==> src/sv/scalar_kalman_filter_core_macros.svh <==
// Assertion macros shared by the Kalman filter RTL.
// No dependencies; included by the modules that carry assertions.
`ifndef SCALAR_KALMAN_FILTER_CORE_MACROS_SVH
`define SCALAR_KALMAN_FILTER_CORE_MACROS_SVH

// Same-cycle implication, disabled during reset.
`define SKF_ASSERT_IMP(label, clk, rst, ante, cons, msg) \
  label: assert property (@(posedge clk) disable iff (rst) (ante) |-> (cons)) \
    else $error(msg);

// Next-cycle implication, disabled during reset.
`define SKF_ASSERT_NXT(label, clk, rst, ante, cons, msg) \
  label: assert property (@(posedge clk) disable iff (rst) (ante) |=> (cons)) \
    else $error(msg);

`endif

==> src/sv/skf_pkg.sv <==
// Package for the scalar Kalman filter: fixed-point constants, sequencer states and
// the divider status struct. No dependencies.
`default_nettype none

package skf_pkg;

  localparam int FRAC_BITS  = 16;
  localparam int MEAS_WIDTH = 16;

  localparam int DATA_W    = 32;
  localparam int GAIN_W    = 17;
  localparam int GAIN_SHIFT = 16;
  localparam int PROD_W    = GAIN_W + DATA_W;
  localparam int DEN_W     = DATA_W + 1;
  localparam int REM_W     = DATA_W + 2;
  localparam int DIV_STEPS = GAIN_SHIFT;
  localparam int DCNT_W    = $clog2(DIV_STEPS + 1);

  localparam logic [GAIN_W-1:0] GAIN_ONE = GAIN_W'(1) << GAIN_SHIFT;
  localparam logic [DATA_W-1:0] COV_ONE  = DATA_W'(1) << FRAC_BITS;
  localparam logic [63:0]       MEAS_MASK = (64'd1 << MEAS_WIDTH) - 64'd1;

  localparam logic [DATA_W-1:0] INIT_EST_RST = '0;
  localparam logic [DATA_W-1:0] PROC_NOISE_RST = DATA_W'(655);
  localparam logic [DATA_W-1:0] MEAS_NOISE_RST = DATA_W'(6554);

  typedef enum logic [1:0] {
    CFG_INIT_EST   = 2'd0,
    CFG_PROC_NOISE = 2'd1,
    CFG_MEAS_NOISE = 2'd2
  } cfg_idx_t;

  typedef enum logic [2:0] {
    ST_IDLE,
    ST_PREDICT,
    ST_GAIN,
    ST_DIV_WAIT,
    ST_MUL_EST,
    ST_MUL_COV,
    ST_COV_WB,
    ST_DONE
  } state_t;

  typedef struct packed {
    logic busy;
    logic done;
  } div_status_t;

endpackage

`default_nettype wire

==> src/sv/scalar_kalman_filter_core.sv <==
// Top level of the scalar Kalman filter: sequencer, state and configuration registers.
// Depends on skf_pkg, skf_div, skf_mul and scalar_kalman_filter_core_macros.svh.
//
//   Channel  Direction  Handshake             Payload
//   in       input      in_valid / in_ready   command, measurement
//   out      output     out_valid / out_ready estimate, gain, covariance
//   cfg      input      cfg_write             cfg_index, cfg_data
//
// An update steps through predict, gain, divider wait, the two multiply states and
// covariance write-back before the final state registers its result; a reinit goes
// straight to the final state. A new request is taken only once the sequencer is back in idle.
// Reset is synchronous: estimate 0, covariance 1.0, noise registers at their defaults.
// A held result does not block acceptance of the next request; a finished result only
// waits in the final state while the output register is still occupied.
`default_nettype none

`include "scalar_kalman_filter_core_macros.svh"

module scalar_kalman_filter_core (
  input  wire logic                         clk,
  input  wire logic                         rst,
  input  wire logic                         cfg_write,
  input  wire logic [1:0]                   cfg_index,
  input  wire logic [skf_pkg::DATA_W-1:0]   cfg_data,
  input  wire logic                         in_valid,
  output      logic                         in_ready,
  input  wire logic                         command,
  input  wire logic [15:0]                  measurement,
  output      logic                         out_valid,
  input  wire logic                         out_ready,
  output      logic [skf_pkg::DATA_W-1:0]   estimate,
  output      logic [skf_pkg::GAIN_W-1:0]   gain,
  output      logic [skf_pkg::DATA_W-1:0]   covariance
);
  import skf_pkg::*;

  state_t            state;
  state_t            state_next;

  logic [DATA_W-1:0] init_est;
  logic [DATA_W-1:0] proc_noise;
  logic [DATA_W-1:0] meas_noise;

  logic [DATA_W-1:0] estimate_reg;
  logic [DATA_W-1:0] covariance_reg;
  logic [GAIN_W-1:0] gain_reg;
  logic [DATA_W-1:0] pm_reg;
  logic [15:0]       meas_reg;
  logic              up_reg;

  logic              accept;
  logic              out_free;
  logic              div_start;
  logic              mul_en;
  logic [GAIN_W-1:0] mul_a;
  logic [DATA_W-1:0] mul_b;
  logic [PROD_W-1:0] prod;
  logic [GAIN_W-1:0] div_q;
  div_status_t       div_st;

  logic [DEN_W-1:0]  pm_sum;
  logic [DATA_W-1:0] pm_sat;
  logic [DEN_W-1:0]  den;
  logic [63:0]       m_full;
  logic [DATA_W-1:0] m_val;
  logic              m_ge;
  logic [DATA_W-1:0] diff;
  logic [DEN_W-1:0]  step_up;
  logic [DEN_W-1:0]  step_dn;
  logic [DATA_W-1:0] cov_new;

  assign accept   = in_valid && in_ready;
  assign out_free = !out_valid || out_ready;

  // Configuration registers.
  always_ff @(posedge clk) begin
    if (rst) begin
      init_est   <= INIT_EST_RST;
      proc_noise <= PROC_NOISE_RST;
      meas_noise <= MEAS_NOISE_RST;
    end else if (cfg_write) begin
      case (cfg_idx_t'(cfg_index))
        CFG_INIT_EST:   init_est   <= cfg_data;
        CFG_PROC_NOISE: proc_noise <= cfg_data;
        CFG_MEAS_NOISE: meas_noise <= cfg_data;
        default:        ;
      endcase
    end
  end

  // Datapath arithmetic around the shared units.
  assign pm_sum = DEN_W'(covariance_reg) + DEN_W'(proc_noise);
  assign pm_sat = pm_sum[DATA_W] ? '1 : pm_sum[DATA_W-1:0];
  assign den    = DEN_W'(pm_reg) + DEN_W'(meas_noise);

  assign m_full = ((64'(meas_reg)) & MEAS_MASK) << FRAC_BITS;
  assign m_val  = (m_full[63:DATA_W] != '0) ? '1 : m_full[DATA_W-1:0];
  assign m_ge   = (m_val >= estimate_reg);
  assign diff   = m_ge ? m_val - estimate_reg : estimate_reg - m_val;

  // Moving up rounds the step down; moving down rounds it up, so both floor.
  assign step_up = DEN_W'(prod >> GAIN_SHIFT);
  assign step_dn = DEN_W'(((PROD_W + 1)'(prod) + (PROD_W + 1)'(GAIN_ONE - 1'b1))
                          >> GAIN_SHIFT);
  assign cov_new = DATA_W'(prod >> GAIN_SHIFT);

  // Sequencer.
  always_ff @(posedge clk) begin
    if (rst) begin
      state <= ST_IDLE;
    end else begin
      state <= state_next;
    end
  end

  always_comb begin
    state_next = state;
    in_ready   = 1'b0;
    div_start  = 1'b0;
    mul_en     = 1'b0;
    mul_a      = gain_reg;
    mul_b      = diff;
    case (state)
      ST_IDLE: begin
        in_ready = 1'b1;
        if (in_valid) begin
          state_next = command ? ST_DONE : ST_PREDICT;
        end
      end
      ST_PREDICT: begin
        state_next = ST_GAIN;
      end
      ST_GAIN: begin
        div_start  = 1'b1;
        state_next = ST_DIV_WAIT;
      end
      ST_DIV_WAIT: begin
        if (div_st.done) begin
          state_next = ST_MUL_EST;
        end
      end
      ST_MUL_EST: begin
        mul_en     = 1'b1;
        state_next = ST_MUL_COV;
      end
      ST_MUL_COV: begin
        mul_en     = 1'b1;
        mul_a      = GAIN_ONE - gain_reg;
        mul_b      = pm_reg;
        state_next = ST_COV_WB;
      end
      ST_COV_WB: begin
        state_next = ST_DONE;
      end
      ST_DONE: begin
        if (out_free) begin
          state_next = ST_IDLE;
        end
      end
      default: begin
        state_next = ST_IDLE;
      end
    endcase
  end

  // Filter state.
  always_ff @(posedge clk) begin
    if (rst) begin
      estimate_reg   <= '0;
      covariance_reg <= COV_ONE;
    end else begin
      case (state)
        ST_IDLE: begin
          if (accept && command) begin
            estimate_reg   <= init_est;
            covariance_reg <= COV_ONE;
          end
        end
        ST_MUL_COV: begin
          estimate_reg <= up_reg ? estimate_reg + step_up[DATA_W-1:0]
                                 : estimate_reg - step_dn[DATA_W-1:0];
        end
        ST_COV_WB: begin
          covariance_reg <= cov_new;
        end
        default: ;
      endcase
    end
  end

  // Working registers for one update.
  always_ff @(posedge clk) begin
    case (state)
      ST_IDLE: begin
        if (accept) begin
          meas_reg <= measurement;
          gain_reg <= '0;
        end
      end
      ST_PREDICT: pm_reg <= pm_sat;
      ST_DIV_WAIT: begin
        if (div_st.done) begin
          gain_reg <= div_q;
        end
      end
      ST_MUL_EST: up_reg <= m_ge;
      default: ;
    endcase
  end

  // Output register.
  always_ff @(posedge clk) begin
    if (rst) begin
      out_valid <= 1'b0;
    end else if (state == ST_DONE && out_free) begin
      out_valid <= 1'b1;
    end else if (out_ready) begin
      out_valid <= 1'b0;
    end
  end

  always_ff @(posedge clk) begin
    if (state == ST_DONE && out_free) begin
      estimate   <= estimate_reg;
      gain       <= gain_reg;
      covariance <= covariance_reg;
    end
  end

  skf_div u_div (
    .clk    (clk),
    .rst    (rst),
    .start  (div_start),
    .num    (pm_reg),
    .den    (den),
    .quot   (div_q),
    .status (div_st)
  );

  skf_mul u_mul (
    .clk  (clk),
    .en   (mul_en),
    .a    (mul_a),
    .b    (mul_b),
    .prod (prod)
  );

  `SKF_ASSERT_IMP(a_gain_le_one, clk, rst, out_valid, gain <= GAIN_ONE, "gain above one")
  `SKF_ASSERT_IMP(a_div_owner, clk, rst, div_st.busy || div_st.done,
                  state == ST_DIV_WAIT, "divider active outside its wait state")
  `SKF_ASSERT_NXT(a_one_in_flight, clk, rst, accept, !in_ready,
                  "request accepted while another is in flight")
  `SKF_ASSERT_IMP(a_cov_shrinks, clk, rst, state == ST_COV_WB, cov_new <= pm_reg,
                  "updated covariance exceeds predicted covariance")

endmodule

`default_nettype wire

==> src/sv/skf_div.sv <==
// Serial restoring divider for the Kalman gain, one quotient bit per cycle.
// Depends on skf_pkg.
`default_nettype none

module skf_div (
  input  wire logic                         clk,
  input  wire logic                         rst,
  input  wire logic                         start,
  input  wire logic [skf_pkg::DATA_W-1:0]   num,
  input  wire logic [skf_pkg::DEN_W-1:0]    den,
  output      logic [skf_pkg::GAIN_W-1:0]   quot,
  output      skf_pkg::div_status_t         status
);
  import skf_pkg::*;

  logic [REM_W-1:0]  rem;
  logic [REM_W-1:0]  den_ext;
  logic [REM_W-1:0]  load_cand;
  logic [REM_W-1:0]  step_cand;
  logic [DCNT_W-1:0] cnt;
  logic              done;
  logic              den_zero;
  logic              load_ge;
  logic              step_ge;

  assign den_ext   = REM_W'(den);
  assign den_zero  = (den == '0);
  // The numerator never exceeds the divisor, so the top quotient bit is settled by
  // one compare at load time and the remaining bits take one shift step each.
  assign load_cand = REM_W'(num);
  assign load_ge   = (load_cand >= den_ext);
  assign step_cand = {rem[REM_W-2:0], 1'b0};
  assign step_ge   = (step_cand >= den_ext);

  always_ff @(posedge clk) begin
    if (rst) begin
      cnt  <= '0;
      done <= 1'b0;
    end else if (start) begin
      cnt  <= den_zero ? '0 : DCNT_W'(DIV_STEPS);
      done <= den_zero;
    end else if (cnt != '0) begin
      cnt  <= cnt - 1'b1;
      done <= (cnt == DCNT_W'(1));
    end else begin
      done <= 1'b0;
    end
  end

  always_ff @(posedge clk) begin
    if (start) begin
      if (den_zero) begin
        quot <= GAIN_ONE;
        rem  <= '0;
      end else begin
        quot <= GAIN_W'(load_ge);
        rem  <= load_ge ? load_cand - den_ext : load_cand;
      end
    end else if (cnt != '0) begin
      quot <= {quot[GAIN_W-2:0], step_ge};
      rem  <= step_ge ? step_cand - den_ext : step_cand;
    end
  end

  assign status.busy = (cnt != '0);
  assign status.done = done;

endmodule

`default_nettype wire

==> src/sv/skf_mul.sv <==
// Shared registered multiplier: gain-sized operand times a data word.
// Depends on skf_pkg.
`default_nettype none

module skf_mul (
  input  wire logic                        clk,
  input  wire logic                        en,
  input  wire logic [skf_pkg::GAIN_W-1:0]  a,
  input  wire logic [skf_pkg::DATA_W-1:0]  b,
  output      logic [skf_pkg::PROD_W-1:0]  prod
);
  import skf_pkg::*;

  always_ff @(posedge clk) begin
    if (en) begin
      prod <= PROD_W'(a) * PROD_W'(b);
    end
  end

endmodule

`default_nettype wire
==> config.mk <==
export PLATFORM = sky130hd
export DESIGN_NAME = scalar_kalman_filter_core
export DESIGN_NICKNAME = d
export VERILOG_FILES = /design/src/sv/skf_pkg.sv /design/src/sv/scalar_kalman_filter_core.sv /design/src/sv/skf_div.sv /design/src/sv/skf_mul.sv
export VERILOG_INCLUDE_DIRS = /design/src /design/src/sv
export SDC_FILE = /design/constraint.sdc
export NUM_CORES = 2
export LEC_CHECK = 0
export BUFFER_PORTS_ARGS = -buffer_cell sky130_fd_sc_hd__buf_2
export CORE_ASPECT_RATIO = 0.5
export CORE_MARGIN = 1.5
export CORE_UTILIZATION = 65
export CTS_CLUSTER_DIAMETER = 200
export DETAILED_ROUTE_END_ITERATION = 10
export PLACE_DENSITY = 0.85
export SLEW_MARGIN = 20
export SYNTH_ARGS = -nofsm -noshare
export SYNTH_HDL_FRONTEND = slang
export SYNTH_SLANG_ARGS = --single-unit
==> constraint.sdc <==
create_clock -name clk -period 12.25 [get_ports clk]
set_input_delay 1.225 -clock clk [delete_from_list [all_inputs] [get_ports clk]]
set_output_delay 1.225 -clock clk [all_outputs]
set_load 0.01 [all_outputs]
==> flow_summary.yaml <==
timing:
  layout_min_cycle_time_ns: 10.53
  timing.final.hold_violations: 0
  max_slew_margin_pct: 16.2
  tightest_slew_ns: 1.24
  timing.final.crit_share_pct: 85.9
  final.setup_skew_ns: 0.0346
  finalSetupViolations: 0
  finalMaxSlewViolations: 0
  grt_setup_unrepaired: "false"
  max_clock_freq_mhz: 95.0
  finalSetupTns_ns: 0
critical_path:
  slowest_cell_delay_on_critical_path_ns: 0.58
  r2r-start: "estimate_reg[25]"
  cp.buffers_inverters: 5
  cpMaxStageDelayCell: "o21a_1"
  path_delay_family: "compound AO/OA/AOI/OAI gates"
  critical_path.max_fanout: 35
  cp_common_cell: "fa_1"
  cp_data_arrival_time_ns: 10.86
  setup.worst_path.end_class: "flop"
  timing.critical_path.required_ns: 12.58
  worst-setup-path-type: "reg -> reg"
  start_kind: "flop"
  worst_setup_path_startpoint: "estimate_reg[25]"
global_route:
  first_global_vias: 36900
  number_of_antenna_violations_at_the_first_check_in_global_routing: 8
  gr_usage_total_pct: 37.8
  pin_count_of_the_biggest_net_entering_global_routing: 93
  grt_overflow: 0
  grt_pass1_wl_um: 203000
logic_synthesis:
  post_synth_instance_area_sq_um: 43700
  synth-edff-count: 245
  synth_top_area_share_pct: 20.8
  ys_warn_count: 0
  syn_avg_cell_area_sq_um: 8.66
  postSynth.asyncResetShare_pct: 0
  synth_compound_area_share_pct: 14.8
  muxShareOfSynthArea_pct: 0.842
  post-synth-top-area-cell: "fa_1"
  distinct_cell_type_count_after_synthesis: 91
  post_synth_net_total: 5870
  synthSimpleGateAreaFrac_pct: 17.4
  post_synth_main_area_contributors: "fa_1 (21%), edfxtp_1 (17%), ha_1 (9.0%)"
  gate_count_of_the_mapped_netlist: 5044
  synth_seq_cells: 415
  synthAdderAreaFrac_pct: 29.8
  postSynth.topFlopCell: "edfxtp_1"
  synthXorXnorAreaFrac_pct: 5.23
  synth_sequential_area_ratio_pct: 24.6
  synth_top_family_by_area: "adder cells"
clock_network:
  htree_levels: 2
  hold_buffers: 0
  clk_root_buffer_cell: "clkbuf_16"
  clock_sink_count: 415
  clk_pin_slew_ns: 0.06
  cts.repair.resized: 0
  post_cts.repair.setup_buffers: 0
  clock_latency_ns: 0.59
  clockBufferDepth: 3
  cts-buffers-inserted: 42
  cts_tree: "built"
detailed_routing:
  detail_route.drc_violations: 0
  antenna_violating_nets_post_route: 0
  drtIter0Drc: 4095
  vias: 37700
  vias_per_cell: 6.28
  wl_per_cell_um: 22.0
  drt-total-wl_um: 132000
  drt_pass1_iterations: 8
status:
  run_status: "completed"
die:
  die_w_um: 370
  effective_utilization_at_floorplan_pct: 66.5
  chipHeight_um: 186
  floorplan.rows: 66
  fp.dieArea_sq_um: 68900
  ioPinCount: 139
  core_area_sq_um: 65700
final_layout:
  drive_above_1_share_pct: 6.75
  filler_instances: 5022
  area_growth_pct: 7.19
  highest_count_cells_in_the_layout_ignoring_fill_and_taps: "nand2_1 (807), inv_1 (630), fa_1 (454)"
  layout_commonest_cell: "nand2_1"
  nNetsFinal: 5905
job:
  cap_viol_max_count: 0
min_path:
  worstHoldStart: "proc_noise[11]"
  min_path_type: "reg -> reg"
placed_design:
  gp_congestion: 1.03
  place.detailed.hpwl_um: 102000
  port_buffers: 138
[final cells by class]
type                    count  area [sq um]  area share, %
multi-input cells        3789         30000           64.1
flip-flops and latches    415         10800           23.0
inverters                 631          2370           5.06
clock buffers              60          1210           2.59
repair buffers            200          1160           2.47
well taps                 884          1110           2.36
clock inverters            17           221          0.473
diodes                      4          10.0         0.0214
[cells by family (layout without fill, tap and decap cells)]
family	Yosys count	after routing
other	0	4
xor gates and xnor gates	261	261
buffers and inverters	840	908
muxes	36	36
DFF	415	415
adders and majority gates	770	770
AOI/OAI and AO/OA	1012	1012
and+or+nand+nor	1710	1710
[worst reg2reg max path: cells and delay by family (launching register included)]
| kind | cells | cell delay (ns) |
|---|---|---|
| fa+ha+maj | 8 | 3.90 |
| buf+inv | 5 | 0.60 |
| flops | 1 | 0.40 |
| xor+xnor | 2 | 0.27 |
| simple gates | 5 | 1.03 |
| compound gates | 14 | 4.04 |
[routing by layer]
layer | global-route usage (%) | vias up | share of wire [%]
li1 | - | 16900 | -
met1 | 51.0 | 18200 | 39
met2 | 58.1 | 2226 | 44
met3 | 11.3 | 371 | 14
met4 | 13.5 | 2 | 3.9
met5 | 0 | - | 0.0076
[cell usage after synthesis, types with 16 or more instances]
library cell / n
nor3_1: 70
o21bai_1: 24
a311oi_1: 39
clkbuf_1: 180
o22ai_1: 28
edfxtp_1: 245
nand4_1: 29
xor2_1: 117
fa_1: 454
nand3_1: 85
a21o_1: 99
buf_1: 17
a31oi_1: 34
xnor2_1: 144
nand2_1: 809
or3_1: 18
o211ai_1: 16
o21a_1: 50
a21oi_1: 379
and2_1: 100
nand3b_1: 19
inv_1: 630
o21ai_0: 148
nor4_1: 16
nor2_1: 408
o31ai_1: 17
or2_2: 18
and3_1: 30
dfxtp_1: 170
mux2i_1: 30
nor2b_1: 27
a211oi_1: 30
nand2b_1: 33
ha_1: 316
[metrics by stage]
| step | instance area [sq um] | hold slack [ns] | util, % | std cells | worst slack, ns |
|---|---|---|---|---|---|
| global placement | 45400 | 0.444 | 69.1 | 5919 | 2.25 |
| CTS | 46800 | 0.461 | 71.2 | 5996 | 1.89 |
| floorplan | 43700 | 0.424 | - | 5044 | 2.05 |
| detailed placement | 45400 | 0.451 | 69.1 | 5919 | 1.90 |
| finish | 46800 | 0.461 | 71.3 | 6000 | 1.72 |
| global route | 46800 | 0.478 | 71.3 | 6000 | 1.19 |
[final timing paths]
kind | endpoint | slack [ns] | cells after the start
setup / recovery | u_mul.prod[47] | 1.72 | 34
hold / removal | proc_noise[11] | 0.46 | 2
setup reg to reg | u_mul.prod[47] | 1.72 | 34
hold reg to reg | proc_noise[11] | 0.46 | 2
Power is not shown: default switching activity piles up to over one toggle a cycle in this logic, so the estimate is an artifact.
